[src/design/lfpa_pkg.sv]
`timescale 1ns / 1ps

package lfpa_pkg;

	// Widths of the bus fields and registers.
	localparam int BYTE_W  = 8;
	localparam int DATA_W  = 16;
	localparam int RPP_W   = 5;
	localparam int CFG_IDX_W = 2;

	// Frame sync byte, sent twice at the start of every frame.
	localparam logic [BYTE_W-1:0] HEADER_BYTE = 8'h59;

	// Configuration register indexes.
	localparam logic [CFG_IDX_W-1:0] REG_MIN_STRENGTH       = 2'd0;
	localparam logic [CFG_IDX_W-1:0] REG_MAX_DISTANCE       = 2'd1;
	localparam logic [CFG_IDX_W-1:0] REG_READINGS_PER_POINT = 2'd2;

	// Configuration register values after reset.
	localparam logic [DATA_W-1:0] MIN_STRENGTH_RST = 16'd100;
	localparam logic [DATA_W-1:0] MAX_DISTANCE_RST = 16'd800;
	localparam logic [RPP_W-1:0]  RPP_RST          = 5'd3;

	// Byte positions within a frame.
	localparam int POS_W = 4;
	typedef logic [POS_W-1:0] frame_pos_t;
	localparam frame_pos_t POS_HUNT1   = 4'd0;
	localparam frame_pos_t POS_HUNT2   = 4'd1;
	localparam frame_pos_t POS_DIST_LO = 4'd2;
	localparam frame_pos_t POS_DIST_HI = 4'd3;
	localparam frame_pos_t POS_STR_LO  = 4'd4;
	localparam frame_pos_t POS_STR_HI  = 4'd5;
	localparam frame_pos_t POS_CHECK   = 4'd8;

endpackage

[src/design/lidar_frame_parse_and_average.sv]
`timescale 1ns / 1ps

// Rangefinder frame parser with per-point averaging.
// Input channel (in_valid/in_ready/rx_byte): one received serial byte per beat.
// The parser hunts for two sync bytes, collects seven more and checks the
// 8-bit sum. Frames with a bad sum are dropped without a trace.
// Every passing frame is one reading; after readings_per_point readings one
// result beat leaves on the output channel (out_valid/out_ready) carrying the
// truncated mean distance and strength of the good readings and point_valid.
// A byte that does not close a group yields no beat.
// A byte that closes a group with good readings starts one shared restoring
// divider, one quotient bit per cycle: two divisions of SUM_W bits each, the
// distance sum and then the strength sum, into the result registers. A group
// without good readings skips the divider and holds a zero result. in_ready
// stays low while the divider runs and while a new result waits for a full
// output register; a stalled receiver therefore stops input only once a second
// result is ready. Configuration writes (cfg_we) take effect at once. Reset
// restores the register defaults and restarts the hunt.
module lidar_frame_parse_and_average #(
	parameter int MAX_READINGS = 16
) (
	input  logic                                 clk,
	input  logic                                 arst_n,
	input  logic                                 in_valid,
	output logic                                 in_ready,
	input  logic [lfpa_pkg::BYTE_W-1:0]          rx_byte,
	output logic                                 out_valid,
	input  logic                                 out_ready,
	output logic [lfpa_pkg::DATA_W-1:0]          mean_distance,
	output logic [lfpa_pkg::DATA_W-1:0]          mean_strength,
	output logic                                 point_valid,
	input  logic                                 cfg_we,
	input  logic [lfpa_pkg::CFG_IDX_W-1:0]       cfg_index,
	input  logic [lfpa_pkg::DATA_W-1:0]          cfg_data
);
	import lfpa_pkg::*;

	localparam int CNT_W = $clog2(MAX_READINGS + 1);
	localparam int SUM_W = $clog2(MAX_READINGS * 65535 + 1);
	localparam int BIT_W = $clog2(SUM_W);

	typedef enum logic [1:0] {
		S_BYTE,
		S_DIV,
		S_HOLD
	} state_t;

	state_t            state_q;
	logic [DATA_W-1:0] min_str_q;
	logic [DATA_W-1:0] max_dist_q;
	logic [RPP_W-1:0]  rpp_q;

	frame_pos_t        pos_q;
	logic [BYTE_W-1:0] csum_q;
	logic [DATA_W-1:0] dist_q;
	logic [DATA_W-1:0] str_q;
	logic [CNT_W-1:0]  readings_q;
	logic [CNT_W-1:0]  good_q;
	logic [SUM_W-1:0]  dsum_q;
	logic [SUM_W-1:0]  ssum_q;

	logic [SUM_W-1:0]  div_q;
	logic [CNT_W-1:0]  rem_q;
	logic [BIT_W-1:0]  bit_q;
	logic              sel_str_q;

	logic [DATA_W-1:0] res_dist_q;
	logic [DATA_W-1:0] res_str_q;
	logic              res_valid_q;

	logic              out_valid_q;
	logic [DATA_W-1:0] out_dist_q;
	logic [DATA_W-1:0] out_str_q;
	logic              out_pv_q;

	logic              accept;
	logic [RPP_W+CNT_W-1:0] rpp_ext;
	logic [CNT_W-1:0]  gsize;
	logic              good;
	logic [CNT_W-1:0]  readings_inc;
	logic              closing;
	logic [CNT_W-1:0]  good_next;
	logic [SUM_W-1:0]  dsum_next;
	logic [SUM_W-1:0]  ssum_next;
	logic [CNT_W:0]    rem_shift;
	logic              q_bit;
	logic [CNT_W:0]    rem_diff;
	logic [SUM_W-1:0]  quot;
	logic              out_free;

	assign accept = in_valid && in_ready;
	assign in_ready = (state_q == S_BYTE);
	assign out_free = !out_valid_q || out_ready;

	// Group size: zero counts as one, anything above the limit saturates.
	assign rpp_ext = (RPP_W + CNT_W)'(rpp_q);
	always_comb begin
		if (rpp_q == '0) begin
			gsize = CNT_W'(1);
		end else if (rpp_ext > (RPP_W + CNT_W)'(MAX_READINGS)) begin
			gsize = CNT_W'(MAX_READINGS);
		end else begin
			gsize = rpp_ext[CNT_W-1:0];
		end
	end

	// Reading qualification and the accumulator values after this reading.
	assign good = (dist_q != '0) && (dist_q <= max_dist_q) && (str_q >= min_str_q);
	assign readings_inc = readings_q + CNT_W'(1);
	assign closing = (readings_inc >= gsize);
	assign good_next = good ? good_q + CNT_W'(1) : good_q;
	assign dsum_next = good ? dsum_q + SUM_W'(dist_q) : dsum_q;
	assign ssum_next = good ? ssum_q + SUM_W'(str_q) : ssum_q;

	// One restoring division step: shift in the next dividend bit, try to subtract.
	assign rem_shift = {rem_q, div_q[SUM_W-1]};
	assign q_bit = (rem_shift >= {1'b0, good_q});
	assign rem_diff = q_bit ? rem_shift - {1'b0, good_q} : rem_shift;
	assign quot = {div_q[SUM_W-2:0], q_bit};

	// Configuration registers.
	always_ff @(posedge clk or negedge arst_n) begin
		if (!arst_n) begin
			min_str_q <= MIN_STRENGTH_RST;
			max_dist_q <= MAX_DISTANCE_RST;
			rpp_q <= RPP_RST;
		end else if (cfg_we) begin
			unique case (cfg_index)
				REG_MIN_STRENGTH: min_str_q <= cfg_data;
				REG_MAX_DISTANCE: max_dist_q <= cfg_data;
				REG_READINGS_PER_POINT: rpp_q <= cfg_data[RPP_W-1:0];
				default: ;
			endcase
		end
	end

	// Parser, accumulators, divider sequencer and output register.
	always_ff @(posedge clk or negedge arst_n) begin
		if (!arst_n) begin
			state_q <= S_BYTE;
			pos_q <= POS_HUNT1;
			csum_q <= '0;
			dist_q <= '0;
			str_q <= '0;
			readings_q <= '0;
			good_q <= '0;
			dsum_q <= '0;
			ssum_q <= '0;
			div_q <= '0;
			rem_q <= '0;
			bit_q <= '0;
			sel_str_q <= 1'b0;
			res_dist_q <= '0;
			res_str_q <= '0;
			res_valid_q <= 1'b0;
			out_valid_q <= 1'b0;
			out_dist_q <= '0;
			out_str_q <= '0;
			out_pv_q <= 1'b0;
		end else begin
			// The receiver takes the pending beat; in S_HOLD the next result refills it.
			if (out_valid_q && out_ready && state_q != S_HOLD) begin
				out_valid_q <= 1'b0;
			end

			unique case (state_q)
				S_BYTE: begin
					if (accept) begin
						unique case (pos_q)
							POS_HUNT1: begin
								if (rx_byte == HEADER_BYTE) begin
									csum_q <= rx_byte;
									pos_q <= POS_HUNT2;
								end
							end
							POS_HUNT2: begin
								if (rx_byte == HEADER_BYTE) begin
									csum_q <= csum_q + rx_byte;
									pos_q <= POS_DIST_LO;
								end else begin
									pos_q <= POS_HUNT1;
								end
							end
							POS_CHECK: begin
								pos_q <= POS_HUNT1;
								if (rx_byte == csum_q) begin
									good_q <= good_next;
									dsum_q <= dsum_next;
									ssum_q <= ssum_next;
									if (closing) begin
										readings_q <= '0;
										if (good_next != '0) begin
											div_q <= dsum_next;
											rem_q <= '0;
											bit_q <= '0;
											sel_str_q <= 1'b0;
											state_q <= S_DIV;
										end else begin
											res_dist_q <= '0;
											res_str_q <= '0;
											res_valid_q <= 1'b0;
											state_q <= S_HOLD;
										end
									end else begin
										readings_q <= readings_inc;
									end
								end
							end
							default: begin
								csum_q <= csum_q + rx_byte;
								if (pos_q == POS_DIST_LO) begin
									dist_q <= {8'h00, rx_byte};
								end else if (pos_q == POS_DIST_HI) begin
									dist_q[15:8] <= rx_byte;
								end else if (pos_q == POS_STR_LO) begin
									str_q <= {8'h00, rx_byte};
								end else if (pos_q == POS_STR_HI) begin
									str_q[15:8] <= rx_byte;
								end
								pos_q <= (pos_q < POS_CHECK) ? pos_q + POS_W'(1) : POS_HUNT1;
							end
						endcase
					end
				end

				// Distance sum first, then strength sum, through the same divider.
				S_DIV: begin
					div_q <= quot;
					rem_q <= rem_diff[CNT_W-1:0];
					bit_q <= bit_q + BIT_W'(1);
					if (bit_q == BIT_W'(SUM_W - 1)) begin
						bit_q <= '0;
						rem_q <= '0;
						if (!sel_str_q) begin
							res_dist_q <= quot[DATA_W-1:0];
							div_q <= ssum_q;
							sel_str_q <= 1'b1;
						end else begin
							res_str_q <= quot[DATA_W-1:0];
							res_valid_q <= 1'b1;
							state_q <= S_HOLD;
						end
					end
				end

				// Move the result into the output register once it is free.
				S_HOLD: begin
					if (out_free) begin
						out_valid_q <= 1'b1;
						out_dist_q <= res_dist_q;
						out_str_q <= res_str_q;
						out_pv_q <= res_valid_q;
						good_q <= '0;
						dsum_q <= '0;
						ssum_q <= '0;
						state_q <= S_BYTE;
					end
				end

				default: state_q <= S_BYTE;
			endcase
		end
	end

	assign out_valid = out_valid_q;
	assign mean_distance = out_dist_q;
	assign mean_strength = out_str_q;
	assign point_valid = out_pv_q;

`ifndef SYNTH
	// The divider never runs with a zero divisor.
	a_div_nonzero: assert property (@(posedge clk) disable iff (!arst_n)
		(state_q == S_DIV) |-> (good_q != '0))
		else $error("divider started with no good readings");

	// Between groups, good readings never outnumber the readings taken.
	a_good_le_taken: assert property (@(posedge clk) disable iff (!arst_n)
		(state_q == S_BYTE) |-> (good_q <= readings_q))
		else $error("good count exceeds readings taken");

	// A point without good readings carries zero means.
	a_invalid_zero: assert property (@(posedge clk) disable iff (!arst_n)
		(out_valid_q && !out_pv_q) |-> (out_dist_q == '0 && out_str_q == '0))
		else $error("invalid point carries nonzero means");

	// A pending result beat is never overwritten before it is taken.
	a_no_overwrite: assert property (@(posedge clk) disable iff (!arst_n)
		(out_valid_q && !out_ready) |=> (out_valid_q && $stable(out_dist_q)
			&& $stable(out_str_q) && $stable(out_pv_q)))
		else $error("pending result changed while stalled");

	// The frame position never leaves the frame.
	a_pos_range: assert property (@(posedge clk) disable iff (!arst_n)
		pos_q <= POS_CHECK)
		else $error("frame position out of range");
`endif

endmodule
[config.mk]
export PLATFORM = sky130hd
export DESIGN_NAME = lidar_frame_parse_and_average
export DESIGN_NICKNAME = d
export VERILOG_FILES = /design/src/design/lfpa_pkg.sv /design/src/design/lidar_frame_parse_and_average.sv
export SDC_FILE = /design/constraint.sdc
export NUM_CORES = 1
export LEC_CHECK = 0
export BUFFER_PORTS_ARGS = -buffer_cell sky130_fd_sc_hd__buf_2
export CORE_MARGIN = 2
export CORE_UTILIZATION = 45
export CTS_CLUSTER_DIAMETER = 150
export DETAILED_ROUTE_END_ITERATION = 7
export PLACE_DENSITY_LB_ADDON = 0.3
export SYNTH_ARGS = -nofsm -noshare
export SYNTH_HDL_FRONTEND = slang
export SYNTH_SLANG_ARGS = --single-unit
[constraint.sdc]
create_clock -name clk -period 3.1 [get_ports clk]
set_clock_uncertainty 0.15 [all_clocks]
set_input_delay 0.155 -clock clk [delete_from_list [all_inputs] [get_ports clk]]
set_output_delay 0.155 -clock clk [all_outputs]
set_load 0.05 [all_outputs]
-- Word level (Yosys, flattened, before mapping)
Cells that the tools add are included.
W data, S select, Z words.
- add/subtract/negate cells: 8
- multipliers: 0
- div/mod/pow operators: 0
- magnitude comparators: 6
- eq/ne operators: 27
- shift-type cells: 0
- mux-type cells: 87
- bitwise operators: 4
- reduce and logical (&&, ||, !) cells: 36
- operator list (operator ; number):
    $mux W20 ; 16
    $mux W16 ; 9
    $pmux W20 S2 ; 3
    $mux W5 ; 16
    $pmux W16 S2 ; 2
    $mux W8 ; 6
    $add A20 B16 Y20 ; 2
    $pmux W5 S2 ; 3
    $pmux W8 S3 ; 1
    $reduce_and A6 Y1 ; 4
    $mux W2 ; 9
    $ge A16 B16 Y1 ; 1
    $le A16 B16 Y1 ; 1
    $mux W1 ; 16
    $ne A2 B2 Y1 const B ; 8
    $reduce_and A8 Y1 ; 2
    $reduce_bool A16 Y1 ; 1
    $add A5 B1 Y5 const B ; 3
    $reduce_and A7 Y1 ; 2
    $ne A2 B1 Y1 const B ; 6
    $pmux W4 S3 ; 1
    $reduce_and A4 Y1 ; 3
    $reduce_and A5 Y1 ; 2
    $add A8 B8 Y8 ; 1
    other kinds (30) ; 50
- bits in registers: 231
- bits in latches: 0
- bits in writable memories: 0
- ROM bits: 0
- input port bits: 31
- output and inout port bits: 35
- memories: 0

-- Logic depth before layout (Yosys ltp)
- word-level depth: 11
- mapped depth: 13
- gate-level depth less buffers: 12

-- Least setup slack after synthesis
OpenSTA, ideal clock, no wires.
- path type: register -> register
- start point: reg max_dist_q[9]
- end point: reg div_q[0]
- arrival: 2826 ps
- setup slack: -1 ps
- stages on the path, launching flop included: 13
- buffers on the path: 2
- period minus slack after synthesis: 3101 ps
- cells stage by stage: dfstp_2 inv_1 ha_1 a21o_1 nand3_1 a21oi_1 a2111oi_2 o22a_1 buf_6 mux2i_2 nor3_2 buf_6 mux2_4
- longest elaborated chain between the ends: 10
- RTL lines (item ; line ; text):
    from (decl) ; lidar_frame_parse_and_average.sv:50 ; logic [DATA_W-1:0] max_dist_q;
    from (signal assigned) ; lidar_frame_parse_and_average.sv:130 ; REG_MAX_DISTANCE: max_dist_q <= cfg_data;
    $le A16 B16 Y1 (*) ; lidar_frame_parse_and_average.sv:108 ; assign good = (dist_q != '0) && (dist_q <= max_dist_q) && (str_q >= min_str_q);
    $logic_and A1 B1 Y1 (*) (2 in series) ; lidar_frame_parse_and_average.sv:108 ;
    $mux W20 ; lidar_frame_parse_and_average.sv:112 ; assign dsum_next = good ? dsum_q + SUM_W'(dist_q) : dsum_q;
    $mux W20 ; lidar_frame_parse_and_average.sv:192 ; if (good_next != '0) begin
    $mux W20 ; lidar_frame_parse_and_average.sv:190 ; if (closing) begin
    $mux W20 ; lidar_frame_parse_and_average.sv:186 ; if (rx_byte == csum_q) begin
    $mux W20 ; lidar_frame_parse_and_average.sv:169 ; unique case (pos_q)
    $mux W20 ; lidar_frame_parse_and_average.sv:168 ; if (accept) begin
    $pmux W20 S2 ; lidar_frame_parse_and_average.sv:166 ; unique case (state_q)
    to (signal assigned) ; lidar_frame_parse_and_average.sv:193 ; div_q <= dsum_next;
    to (signal assigned) ; lidar_frame_parse_and_average.sv:228 ; div_q <= quot;
    to (signal assigned) ; lidar_frame_parse_and_average.sv:236 ; div_q <= ssum_q;
    to (decl) ; lidar_frame_parse_and_average.sv:62 ; logic [SUM_W-1:0] div_q;
Every way passes the cells marked *; elsewhere a longest branch is shown, timed or not. The select of a mux whose other input is x is not followed.
A chain may end at the register's enable or synchronous reset.

-- Worst setup path after layout
- start point: reg max_dist_q[8]
- end point: reg div_q[5]
Same word-level chain as after synthesis.

==> results.py <==
metrics = {
    "detailed_routing": {
        "drt-total-wl_mm": 34.0,
        "drc": 0,
        "vias": 10738,
        "ant_nets": 0,
        "drt_iter0_markers": 652,
        "via_per_inst": 5.54,
        "wl_per_cell_um": 17.5,
        "drt_pass1_iterations": 5,
    },
    "power": {
        "ir_drop_mv": 0.528,
        "power.leakage_nw": 7.95,
        "powerDensity_nw_per_um2": 704,
        "power_frac_seq_pct": 32.6,
        "p_clk_share_pct": 30.1,
        "combinationalPowerShare_pct": 37.3,
        "finalPower_w": 0.0115,
        "p_sw_w": 0.00391,
        "intPower_w": 0.00754,
        "p_sw_share_pct": 34.2,
    },
    "final_layout": {
        "mostFrequentLayoutCells": "268 x nand2_1, 223 x dfrtp_1, 99 x buf_4",
        "fill_cells": 2482,
        "num_antenna_cells": 0,
        "fin_nets": 1659,
        "drive_gt1_share_pct": 22.6,
        "syn2layout_area_growth_pct": 25.8,
        "final_common_cell": "nand2_1",
        "largestRegisters": "div_q x20, dsum_q x20, ssum_q x20",
    },
    "cts": {
        "clk_pin_slew_worst_paths_ps": 60,
        "cts_buffers": 26,
        "worstSkewPairLatency_ps": 540,
        "root_buffer": "clkbuf_16",
        "cts_tree": "yes",
        "cts_sinks": 231,
        "clockBufferDepth": 3,
        "cts-htree-levels": 1,
    },
    "setup_path": {
        "reg2reg_slack_ps": -80,
        "reg2reg_from": "max_dist_q[8]",
        "r2r_cells": 13,
        "crit_arrival_ps": 3450,
        "crit_end": "div_q[5]",
        "cp-start-kind": "flip-flop",
        "required_ps": 3370,
        "r2r_end": "div_q[5]",
        "path_max_fanout": 8,
        "critPathLaunch": "max_dist_q[8]",
        "cp-end-kind": "flip-flop",
        "crit_type": "flip-flop to flip-flop",
    },
    "die": {
        "ios": 66,
        "fp.coreArea_um2": 28500,
        "die-area_um2": 30100,
        "rows": 62,
        "initial_utilization_pct": 45.4,
        "die_w_um": 173,
        "die_h_um": 173,
    },
    "timing": {
        "hold_viol": 0,
        "max_freq_mhz": 314,
        "post-route-min-period_ps": 3180,
        "fin_hold_ws_ps": 24.9,
        "fin_ws_ps": -82.5,
        "min_period_over_period_pct": 103,
        "slew_headroom_pct": 29.8,
        "setup_viol": 53,
        "tightest_slew_ps": 1050,
        "slew_viol_final": 0,
        "rsz0062_at_grt": "true",
    },
    "logic_synthesis": {
        "synth_ff_type": "dfrtp_1",
        "synth_edf_count": 0,
        "synthArstFlopShare_pct": 100,
        "ys_top_cells_by_area": "dfrtp_1 43%, ha_1 8.5%, nand2_1 7.8%",
        "syn-cell-area_um2": 12900,
        "yosys_warnings": 0,
        "seq_area_frac_synth_pct": 44.8,
        "synthesis.nets": 1470,
        "netlist.top_cell.by_area": "dfrtp_1",
        "synth_top_area_share_pct": 43.2,
        "synth_cell_type_count": 70,
        "synth_area_per_cell_um2": 9.60,
        "netlist_instances": 1347,
        "ys_ff_latch": 231,
    },
    "global_routing": {
        "grt_pass1_wl_mm": 55.4,
        "grt_overflow": 0,
        "antenna_found_initial": 0,
        "grt_util_all_layers_pct": 22.5,
        "grt_max_degree": 87,
        "grt_pass1_vias": 10575,
    },
    "place": {
        "dp_hpwl_mm": 23.9,
        "port-buffer-count": 65,
        "gp_congestion": 0.872,
    },
    "status": {
        "violations": "setup timing",
        "status": "finished, violations left",
    },
    "flow_run": {
        "cap_violations": 0,
    },
    "hold_path": {
        "hold_path_class": "input port to flip-flop",
    },
}
## layout make-up
class                   count  area (um2)  share of cell area (%)
clock buffers              36         749                    4.61
clock inverters            12         213                    1.31
repair buffers            216        1780                    10.9
inverters                  72         270                    1.66
multi-input cells         989        6990                    42.9
flip-flops and latches    231        5790                    35.6
well taps                 384         480                    2.95
## worst min path at each step
| stage | startpoint | endpoint | slack [ps] | cells after the start |
|---|---|---|---|---|
| finish | cfg_index[0] | min_str_q[2] | 20 | 5 |
| detailed placement | arst_n | mean_distance[5] | 60 | 1 |
| CTS | cfg_index[0] | min_str_q[2] | 10 | 5 |
| floorplan | arst_n | bit_q[0] | -290 | 0 |
| global route | cfg_index[0] | min_str_q[3] | 60 | 4 |
| global placement | arst_n | mean_distance[4] | 50 | 1 |
## Yosys cell counts (all sizes together), types with 15 or more instances
cell type	number
a21o	19
a21oi	67
a22o	56
a31oi	16
and3	17
clkbuf	44
dfrtp	223
ha	88
inv	72
mux2	53
mux2i	18
nand2	270
nand3	20
nor2	50
nor3	26
o21ai	102
xnor2	21
xor2	15
## layer usage
layer  vias to the layer above  wire [um]  track usage, %
li1                       5160          -               -
met1                      5220      15400            31.2
met2                       299      15900            37.0
met3                        59       1760            3.16
met4                         0        918            6.25
met5                         -          0               0
## through the flow
stage | utilization (%) | worst slack [ps] | cell area, um2 | TNS [ps] | instances
6_report | 57.1 | -82.5 | 16300 | -2040 | 1940
5_1_grt | 57.1 | -203 | 16300 | -10210 | 1940
4_1_cts | 56.0 | -52.4 | 15900 | -876 | 1929
3_5_place_dp | 50.5 | -164 | 14400 | -6440 | 1840
3_3_place_gp | 50.5 | -123 | 14400 | -4110 | 1840
2_1_floorplan | - | 65.2 | 12900 | 0 | 1347
## logic make-up after synthesis
family | synth area share [%]
AOI/OAI and AO/OA | 17.0
xor gates and xnor gates | 2.44
adders and majority gates | 9.14
buffers and inverters | 4.00
DFF | 44.8
muxes | 6.48
and+or+nand+nor | 16.2
## repair_timing
action,in CTS,in global routing
hold buffers,31,0
gates resized for setup,38,40
hold endpoints to repair,172,0
buffers inserted,9,10
endpoints found under the setup margin,100,99
pin swaps,24,23
gates cloned,1,3
## power by group through the flow
stage	sequential, W	clock [W]	combinational (W)
floorplan	0.00373	0	0.00239
detailed placement	0.00375	0	0.00373
CTS	0.00372	0.00351	0.00404
global placement	0.00374	0	0.00361
global route	0.00377	0.00364	0.00471
finish	0.00373	0.00345	0.00427
## critical path: stages (launching register included)
cell       delay [ps]
dfstp_2           530
inv_1              50
ha_1              270
nand4_1           150
nor4_4             70
a2111oi_4         400
buf_4             190
o221ai_4          140
nor4_4            320
buf_4             180
nor3_4             40
buf_6             140
clkbuf_16         160
mux2_4            290
(Power assumes the default switching activity.)
